==> config.mk <==
export PLATFORM = sky130hd
export DESIGN_NAME = legendre_polynomial_eval
export DESIGN_NICKNAME = d
export VERILOG_FILES = /design/src/hdl/lpe_pkg.sv /design/src/hdl/lpe_datapath.sv /design/src/hdl/legendre_polynomial_eval.sv
export SDC_FILE = /design/constraint.sdc
export NUM_CORES = 2
export LEC_CHECK = 0
export BUFFER_PORTS_ARGS = -buffer_cell sky130_fd_sc_hd__buf_2
export CAP_MARGIN = 20
export CORE_AREA = 2 2 353 250
export CTS_CLUSTER_DIAMETER = 120
export DETAILED_ROUTE_END_ITERATION = 16
export DIE_AREA = 0 0 355 252
export GPL_TIMING_DRIVEN = 0
export SETUP_SLACK_MARGIN = 0.4
export SYNTH_ARGS = -nofsm -noshare
export SYNTH_HDL_FRONTEND = slang
export SYNTH_SLANG_ARGS = --single-unit
==> constraint.sdc <==
create_clock -name i_clk -period 10.45 [get_ports i_clk]
set_clock_uncertainty 0.05 [all_clocks]
set_input_delay 0 -clock i_clk [delete_from_list [all_inputs] [get_ports i_clk]]
set_output_delay 0 -clock i_clk [all_outputs]
set_load 0.05 [all_outputs]
==> src/hdl/lpe_pkg.sv <==
// ============================================================================
// Legendre polynomial evaluator package
// Shared widths, microcode control word, microcode program and helpers for
// the Legendre polynomial evaluator.
// ============================================================================
package lpe_pkg;

    // Fixed field widths and default parameter values.
    localparam int DATA_W     = 16;
    localparam int DEG_W      = 5;
    localparam int MAX_DEGREE = 31;
    localparam int FRAC_BITS  = 14;

    // Fraction bits of the 1/k reciprocal table.
    localparam int RECIP_BITS = 24;

    // Step counter width and the addresses of the microcode program.
    localparam int PC_W = 3;
    localparam logic [PC_W-1:0] PC_MUL_XP  = 3'd0;
    localparam logic [PC_W-1:0] PC_MUL_ODD = 3'd1;
    localparam logic [PC_W-1:0] PC_SUB     = 3'd2;
    localparam logic [PC_W-1:0] PC_RND     = 3'd3;
    localparam logic [PC_W-1:0] PC_CLIP    = 3'd4;

    // Multiplier operand A source.
    typedef enum logic [1:0] {
        A_X,
        A_ACC,
        A_P2
    } t_asel;

    // Multiplier operand B source.
    typedef enum logic [1:0] {
        B_P1,
        B_ODD,
        B_KM1,
        B_RECIP
    } t_bsel;

    // Accumulator update.
    typedef enum logic [1:0] {
        ACC_HOLD,
        ACC_MUL,
        ACC_SUB,
        ACC_RND
    } t_accop;

    // Sequencing after a step.
    typedef enum logic {
        J_NEXT,
        J_LOOP
    } t_jump;

    // One microcode control word.
    typedef struct packed {
        t_asel  asel;
        t_bsel  bsel;
        t_accop accop;
        logic   wb;
        t_jump  jump;
    } t_ctrl;

    // Status from the datapath to the sequencer.
    typedef struct packed {
        logic signed [DATA_W-1:0] value;
        logic                     sat;
    } t_dp_stat;

    localparam t_ctrl CTRL_NOP = '{A_X, B_P1, ACC_HOLD, 1'b0, J_NEXT};

    // Microcode program: one recurrence step k in five words.
    function automatic t_ctrl ucode(input logic [PC_W-1:0] pc);
        t_ctrl w;
        case (pc)
            PC_MUL_XP:  w = '{A_X,   B_P1,    ACC_MUL,  1'b0, J_NEXT};
            PC_MUL_ODD: w = '{A_ACC, B_ODD,   ACC_MUL,  1'b0, J_NEXT};
            PC_SUB:     w = '{A_P2,  B_KM1,   ACC_SUB,  1'b0, J_NEXT};
            PC_RND:     w = '{A_ACC, B_RECIP, ACC_RND,  1'b0, J_NEXT};
            PC_CLIP:    w = '{A_X,   B_P1,    ACC_HOLD, 1'b1, J_LOOP};
            default:    w = CTRL_NOP;
        endcase
        return w;
    endfunction

    // True when the value one does not fit the signed 16-bit result.
    function automatic logic one_sat(input int frac);
        return (frac >= DATA_W - 1);
    endfunction

    // The value one, clipped to the signed 16-bit range.
    function automatic logic signed [DATA_W-1:0] one_value(input int frac);
        logic signed [DATA_W-1:0] v;
        if (frac >= DATA_W - 1) begin
            v = 16'sh7FFF;
        end else begin
            v = 16'sd1 << frac;
        end
        return v;
    endfunction

endpackage

==> src/hdl/lpe_datapath.sv <==
// ============================================================================
// Legendre evaluator datapath
// Shared multiplier, accumulator, recurrence registers and reciprocal table,
// driven one control word per cycle by the microcode sequencer.
// ============================================================================
module lpe_datapath #(
    parameter int MAX_DEGREE = lpe_pkg::MAX_DEGREE,
    parameter int FRAC_BITS  = lpe_pkg::FRAC_BITS,
    parameter int KW         = $clog2(MAX_DEGREE + 1)
) (
    input  logic                              i_clk,
    input  lpe_pkg::t_ctrl                    i_ctrl,
    input  logic                              i_load,
    input  logic signed [lpe_pkg::DATA_W-1:0] i_x,
    input  logic [KW-1:0]                     i_k,
    output lpe_pkg::t_dp_stat                 o_stat
);

    localparam int DW    = lpe_pkg::DATA_W;
    localparam int RB    = lpe_pkg::RECIP_BITS;
    localparam int ODD_W = KW + 1;
    localparam int T_W   = 2 * DW + ODD_W + 1 - FRAC_BITS;
    localparam int U_W   = DW + KW + 1;
    localparam int S_W   = ((T_W > U_W) ? T_W : U_W) + 1;
    localparam int A_W   = (S_W > 2 * DW) ? S_W : 2 * DW;
    localparam int B_W0  = (RB + 1 > DW) ? RB + 1 : DW;
    localparam int B_W   = (B_W0 > ODD_W + 1) ? B_W0 : ODD_W + 1;
    localparam int P_W   = A_W + B_W;

    localparam logic signed [P_W-1:0] HALF = P_W'(1) << (RB - 1);
    localparam logic signed [P_W-1:0] MAXV = P_W'(32767);
    localparam logic signed [P_W-1:0] MINV = P_W'(-32768);

    logic signed [P_W-1:0] r_acc;
    logic signed [P_W-1:0] n_acc;
    logic signed [DW-1:0]  r_x;
    logic signed [DW-1:0]  r_p1;
    logic signed [DW-1:0]  r_p2;
    logic                  r_flag;

    logic [RB-1:0]         w_recip [0:MAX_DEGREE];
    logic [ODD_W-1:0]      w_odd;
    logic [KW-1:0]         w_km1;
    logic signed [A_W-1:0] w_a;
    logic signed [B_W-1:0] w_b;
    logic signed [P_W-1:0] w_prod;
    logic signed [P_W-1:0] w_q;
    logic signed [DW-1:0]  w_clip;
    logic                  w_sat;

    // Reciprocal table: 1/k rounded to nearest, RECIP_BITS fraction bits.
    assign w_recip[0] = '0;
    assign w_recip[1] = '0;
    for (genvar g = 2; g <= MAX_DEGREE; g++) begin : g_recip
        localparam logic [RB-1:0] RV = RB'(((longint'(1) << RB) + g / 2) / g);
        assign w_recip[g] = RV;
    end

    // Step-dependent coefficients 2k-1 and k-1.
    assign w_odd = {i_k, 1'b0} - ODD_W'(1);
    assign w_km1 = i_k - KW'(1);

    // Operand selection for the shared multiplier.
    always_comb begin
        case (i_ctrl.asel)
            lpe_pkg::A_X:   w_a = A_W'(r_x);
            lpe_pkg::A_ACC: w_a = r_acc[A_W-1:0];
            lpe_pkg::A_P2:  w_a = A_W'(r_p2);
            default:        w_a = '0;
        endcase
        case (i_ctrl.bsel)
            lpe_pkg::B_P1:    w_b = B_W'(r_p1);
            lpe_pkg::B_ODD:   w_b = B_W'(w_odd);
            lpe_pkg::B_KM1:   w_b = B_W'(w_km1);
            lpe_pkg::B_RECIP: w_b = B_W'(w_recip[i_k]);
            default:          w_b = '0;
        endcase
    end

    assign w_prod = w_a * w_b;

    // Accumulator update.
    always_comb begin
        case (i_ctrl.accop)
            lpe_pkg::ACC_MUL: n_acc = w_prod;
            lpe_pkg::ACC_SUB: n_acc = (r_acc >>> FRAC_BITS) - w_prod;
            lpe_pkg::ACC_RND: n_acc = w_prod + HALF;
            default:          n_acc = r_acc;
        endcase
    end

    // Drop the reciprocal fraction and clip to the 16-bit range.
    always_comb begin
        w_q = r_acc >>> RB;
        if (w_q > MAXV) begin
            w_clip = 16'sh7FFF;
            w_sat  = 1'b1;
        end else if (w_q < MINV) begin
            w_clip = -16'sh8000;
            w_sat  = 1'b1;
        end else begin
            w_clip = w_q[DW-1:0];
            w_sat  = 1'b0;
        end
    end

    // Recurrence registers: P_k-1, P_k-2, the argument and the clip flag.
    always_ff @(posedge i_clk) begin
        r_acc <= n_acc;
        if (i_load) begin
            r_x    <= i_x;
            r_p1   <= i_x;
            r_p2   <= lpe_pkg::one_value(FRAC_BITS);
            r_flag <= lpe_pkg::one_sat(FRAC_BITS);
        end else if (i_ctrl.wb) begin
            r_p2   <= r_p1;
            r_p1   <= w_clip;
            r_flag <= r_flag | w_sat;
        end
    end

    assign o_stat.value = w_clip;
    assign o_stat.sat   = r_flag | w_sat;

endmodule

==> src/hdl/legendre_polynomial_eval.sv <==
// ============================================================================
// Legendre polynomial evaluator
// Computes P_n(x) in signed fixed point with the Bonnet recurrence, using a
// microcoded sequencer over a single shared multiplier.
// ============================================================================
// Usage:
//   Command channel: start with i_degree and i_x_value is taken at a rising
//   edge where start is high and busy is low. The degree is clamped to
//   MAX_DEGREE.
//   Result channel: o_done is high for one cycle with o_poly_value and
//   o_saturated; the receiver takes it in that cycle and cannot stall it.
//   Timing: degree 0 or 1 gives its result in the cycle after the transfer
//   and busy stays low. Degree n >= 2 runs n-1 recurrence steps of five
//   microcode words each on the shared multiplier while busy is high, and
//   the result shows in the cycle in which busy falls.
//   A new item can be given in the cycle the result is shown.
//   Reset clears the sequencer, busy and the result strobe; an item in
//   flight is dropped.
// ============================================================================
module legendre_polynomial_eval #(
    parameter int MAX_DEGREE = lpe_pkg::MAX_DEGREE,
    parameter int FRAC_BITS  = lpe_pkg::FRAC_BITS
) (
    input  logic                              i_clk,
    input  logic                              i_rst_n,
    input  logic                              start,
    input  logic [lpe_pkg::DEG_W-1:0]         i_degree,
    input  logic signed [lpe_pkg::DATA_W-1:0] i_x_value,
    output logic                              busy,
    output logic                              o_done,
    output logic signed [lpe_pkg::DATA_W-1:0] o_poly_value,
    output logic                              o_saturated
);

    localparam int KW = $clog2(MAX_DEGREE + 1);
    localparam int NW = (KW > lpe_pkg::DEG_W) ? KW : lpe_pkg::DEG_W;

    logic                              r_busy;
    logic                              n_busy;
    logic [lpe_pkg::PC_W-1:0]          r_pc;
    logic [lpe_pkg::PC_W-1:0]          n_pc;
    logic [KW-1:0]                     r_k;
    logic [KW-1:0]                     n_k;
    logic [KW-1:0]                     r_n;
    logic [KW-1:0]                     n_n;
    logic                              r_done;
    logic                              n_done;
    logic signed [lpe_pkg::DATA_W-1:0] r_poly;
    logic signed [lpe_pkg::DATA_W-1:0] n_poly;
    logic                              r_sat;
    logic                              n_sat;

    logic                              w_accept;
    logic [NW-1:0]                     w_deg_ext;
    logic [KW-1:0]                     w_n;
    lpe_pkg::t_ctrl                    w_ucode;
    lpe_pkg::t_ctrl                    w_ctrl;
    lpe_pkg::t_dp_stat                 w_stat;

    assign w_accept = start & ~r_busy;

    // Degree clamp.
    assign w_deg_ext = NW'(i_degree);
    assign w_n = (w_deg_ext > NW'(MAX_DEGREE)) ? KW'(MAX_DEGREE) : KW'(w_deg_ext);

    // Microcode fetch; the datapath idles while no item is in work.
    assign w_ucode = lpe_pkg::ucode(r_pc);
    assign w_ctrl  = r_busy ? w_ucode : lpe_pkg::CTRL_NOP;

    lpe_datapath #(
        .MAX_DEGREE (MAX_DEGREE),
        .FRAC_BITS  (FRAC_BITS),
        .KW         (KW)
    ) u_datapath (
        .i_clk  (i_clk),
        .i_ctrl (w_ctrl),
        .i_load (w_accept),
        .i_x    (i_x_value),
        .i_k    (r_k),
        .o_stat (w_stat)
    );

    // Sequencer: command transfer, step counter and loop jump.
    always_comb begin
        n_busy = r_busy;
        n_pc   = r_pc;
        n_k    = r_k;
        n_n    = r_n;
        n_done = 1'b0;
        n_poly = r_poly;
        n_sat  = r_sat;
        if (!r_busy) begin
            if (start) begin
                if (w_n < KW'(2)) begin
                    n_done = 1'b1;
                    n_poly = (w_n == KW'(0)) ? lpe_pkg::one_value(FRAC_BITS) : i_x_value;
                    n_sat  = lpe_pkg::one_sat(FRAC_BITS);
                end else begin
                    n_busy = 1'b1;
                    n_pc   = lpe_pkg::PC_MUL_XP;
                    n_k    = KW'(2);
                    n_n    = w_n;
                end
            end
        end else begin
            case (w_ucode.jump)
                lpe_pkg::J_LOOP: begin
                    if (r_k == r_n) begin
                        n_busy = 1'b0;
                        n_done = 1'b1;
                        n_poly = w_stat.value;
                        n_sat  = w_stat.sat;
                    end else begin
                        n_pc = lpe_pkg::PC_MUL_XP;
                        n_k  = r_k + KW'(1);
                    end
                end
                default: begin
                    n_pc = r_pc + lpe_pkg::PC_W'(1);
                end
            endcase
        end
    end

    // Control registers.
    always_ff @(posedge i_clk) begin
        if (!i_rst_n) begin
            r_busy <= 1'b0;
            r_pc   <= lpe_pkg::PC_MUL_XP;
            r_done <= 1'b0;
        end else begin
            r_busy <= n_busy;
            r_pc   <= n_pc;
            r_done <= n_done;
        end
    end

    // Payload registers.
    always_ff @(posedge i_clk) begin
        r_k    <= n_k;
        r_n    <= n_n;
        r_poly <= n_poly;
        r_sat  <= n_sat;
    end

    assign busy         = r_busy;
    assign o_done       = r_done;
    assign o_poly_value = r_poly;
    assign o_saturated  = r_sat;

endmodule

==> reports/qor.csv <==
stage,metric,value,unit
grt,grt_use_total,0.352,
finish,syn_to_final_growth,22.1,%
setup_path,start_kind,flip-flop,
setup_path,cp_num_buf_inv,10,
place,globalplace.congestion,1.03,
grt,grt_pass1_wl,231,mm
timing,rsz0062_at_grt,true,
die,ios,43,
logic_synthesis,yosysWarningCount,0,
setup_path,cp.depth,47,
timing,finalSetupTns,-15.50,ns
outcome,status,"complete, but fails checks",
setup_path,slowest_stage,fa_2,
die,start_util,0.457,
finish,regArea,3940,sq um
routing,ant_nets,0,
finish,fillCellCount,7822,
timing,period_minus_slack,11.49,ns
setup_path,max_stage_delay,0.64,ns
routing,viasPerCell,5.81,
logic_synthesis,synth.largest_area_cell,fa_1,
clock_tree,root_buffer,clkbuf_16,
grt,antenna_found_initial,1,
clock_tree,h-tree-depth,4,
die,die_h,252,um
flow_run,cap_violations,0,
logic_synthesis,yosysSeqAreaShare,0.100,
finish,fin_nets,5981,
logic_synthesis,yosysMostFrequentCell,inv_1,
logic_synthesis,synth_area_leaders,"fa_1 42%, edfxtp_1 8.9%, inv_1 8.4%",
setup_path,r2r.worst_path.cells,47,
timing,finalCritPeriodShare,1.10,
timing,slew_headroom,0.179,
timing,setup_slack,-1.04,ns
routing,wl,156,mm
logic_synthesis,ys.flop_type,edfxtp_1,
routing,drt_iter0_drc,4432,
timing,holdWs,0.0399,ns
clock_tree,tritoncts.num_buffers,25,
setup_path,critPathMaxFanout,10,
hold_path,hold_path_depth,4,
grt,grt-ovfl-total,0,
place,port_buffers,42,
routing,post_drt_wl_per_cell,25.6,um
clock_tree,cts.sinks,138,
grt,grt_max_degree,25,
clock_tree,clk_latency,0.50,ns
finish,drive_above_1_share,0.196,
die,core_region_area,85800,sq um
timing,tightest_slew,1.22,ns
logic_synthesis,synth_nets,5651,
setup_path,critPathTopFamily,adder cells,
logic_synthesis,syn_avg_cell_area,8.54,sq um
logic_synthesis,synth_cell_type_count,98,
logic_synthesis,syn_area,39200,sq um
logic_synthesis,ys_ff_latch,138,
timing,setup_violations,21,
outcome,failed_checks,setup timing,
place,hpwl,127,mm
routing,route.vias.total,35300,
routing,firstDrtPassIters,7,
die,die_w,355,um
setup_path,critical_path_class,reg2reg,
logic_synthesis,synth_edf_count,116,
clock_tree,cts_tree,done,
setup_path,cp.arrival,11.63,ns
hold_path,hp-class,in2reg,
die,row_count,90,
die,dieArea,89500,sq um
timing,fmax,87.1,MHz
logic_synthesis,netlist_top_cells_count,"879 x inv_1, 820 x fa_1, 685 x nand2_1",
timing,hold_viol,0,
timing,maxSlewViolCount,0,
routing,drcViolationCount,0,
grt,grt_pass1_vias,34800,
setup_path,required,10.59,ns
finish,multi_input_area,33800,sq um
clock_tree,clkTransAtPathRegs,0.05,ns
logic_synthesis,synth_cells,4595,
setup_path,endpoint_kind,flip-flop,
logic_synthesis,synth_top_cell_area_share,0.418,
clock_tree,clockBufferDepth,3,
logic_synthesis,synth-async-reset-ratio,0,
repair_timing:
item	CTS	global route
pin swaps	146	132
hold buffers	22	0
gates resized for setup	605	234
hold endpoints to repair	58	0
setup buffers	159	67
gates cloned	3	2
setup endpoints to repair	43	38
tightest hold or removal path, cell delays in order:
cell	delay (ns)
buf_2	0.08
nand2_1	0.07
nand2_1	0.14
o21ai_0	0.11
state kept, by name, indices dropped and copies added (netlist names):
name               count
u_datapath.r_flag      1
busy                   1
u_datapath.r_x        16
r_pc                   3
u_datapath.r_p1       16
o_saturated            1
u_datapath.r_acc      57
u_datapath.r_p2       16
o_done                 1
r_k                    5
o_poly_value          16
r_n                    5
logic make-up after synthesis:
group                    share of synthesized area
adder cells (fa/ha/maj)                      0.487
flip-flops                                   0.100
buffers and inverters                        0.108
AND/OR/NAND/NOR                              0.161
XOR/XNOR                                    0.0287
AO/OA/AOI/OAI                                0.112
multiplexers                               0.00290
through the flow:
stage / instance area [sq um] / cells / util / setup WS [ns]
finish: 47900 / 6082 / 0.558 / -1.04
global route: 47900 / 6080 / 0.558 / -1.26
CTS: 46500 / 6011 / 0.542 / -1.08
detailed placement: 41800 / 5796 / 0.487 / -3.19
global placement: 41600 / 5787 / 0.485 / -3.39
floorplan: 40000 / 4595 / - / -0.0299
cells in the final DEF, fill, tap and decap left out, types with 62 or more instances in the layout:
| cell | count |
|---|---|
| a21oi_1 | 110 |
| nand2_1 | 659 |
| inv_1 | 851 |
| ha_1 | 169 |
| edfxtp_1 | 116 |
| fa_1 | 786 |
| o21ai_0 | 106 |
| nor2_1 | 457 |
| xnor2_1 | 62 |
| buf_4 | 204 |
area by class of cell:
cell class,instances,area share
Multi-Input combinational cell,3336,0.705
Sequential cell,138,0.0821
Inverter,882,0.0697
Timing Repair Buffer,304,0.0555
Buffer,238,0.0434
Tap cell,1150,0.0300
Clock buffer,26,0.0133
Clock inverter,6,0.000574
Antenna cell,2,0.000104
path summary, 6_finish.rpt:
kind | end | from | slack [ns]
setup / recovery | u_datapath.r_acc[44] | r_k[0] | -1.04
setup reg to reg | u_datapath.r_acc[44] | r_k[0] | -1.04
hold / removal | u_datapath.r_p1[3] | start | 0.04
hold reg to reg | u_datapath.r_p2[7] | u_datapath.r_p2[7] | 0.41
layer usage:
| metal | global-route usage | part of all wire | routed length (um) |
|---|---|---|---|
| met4 | 0.0918 | 0.033 | 5090 |
| met5 | 0 | 0.000083 | 13 |
| met1 | 0.521 | 0.43 | 66300 |
| met2 | 0.477 | 0.40 | 61700 |
| met3 | 0.135 | 0.15 | 22700 |
Power is not shown: default switching activity piles up to over one toggle a cycle in this logic, so the estimate is an artifact.
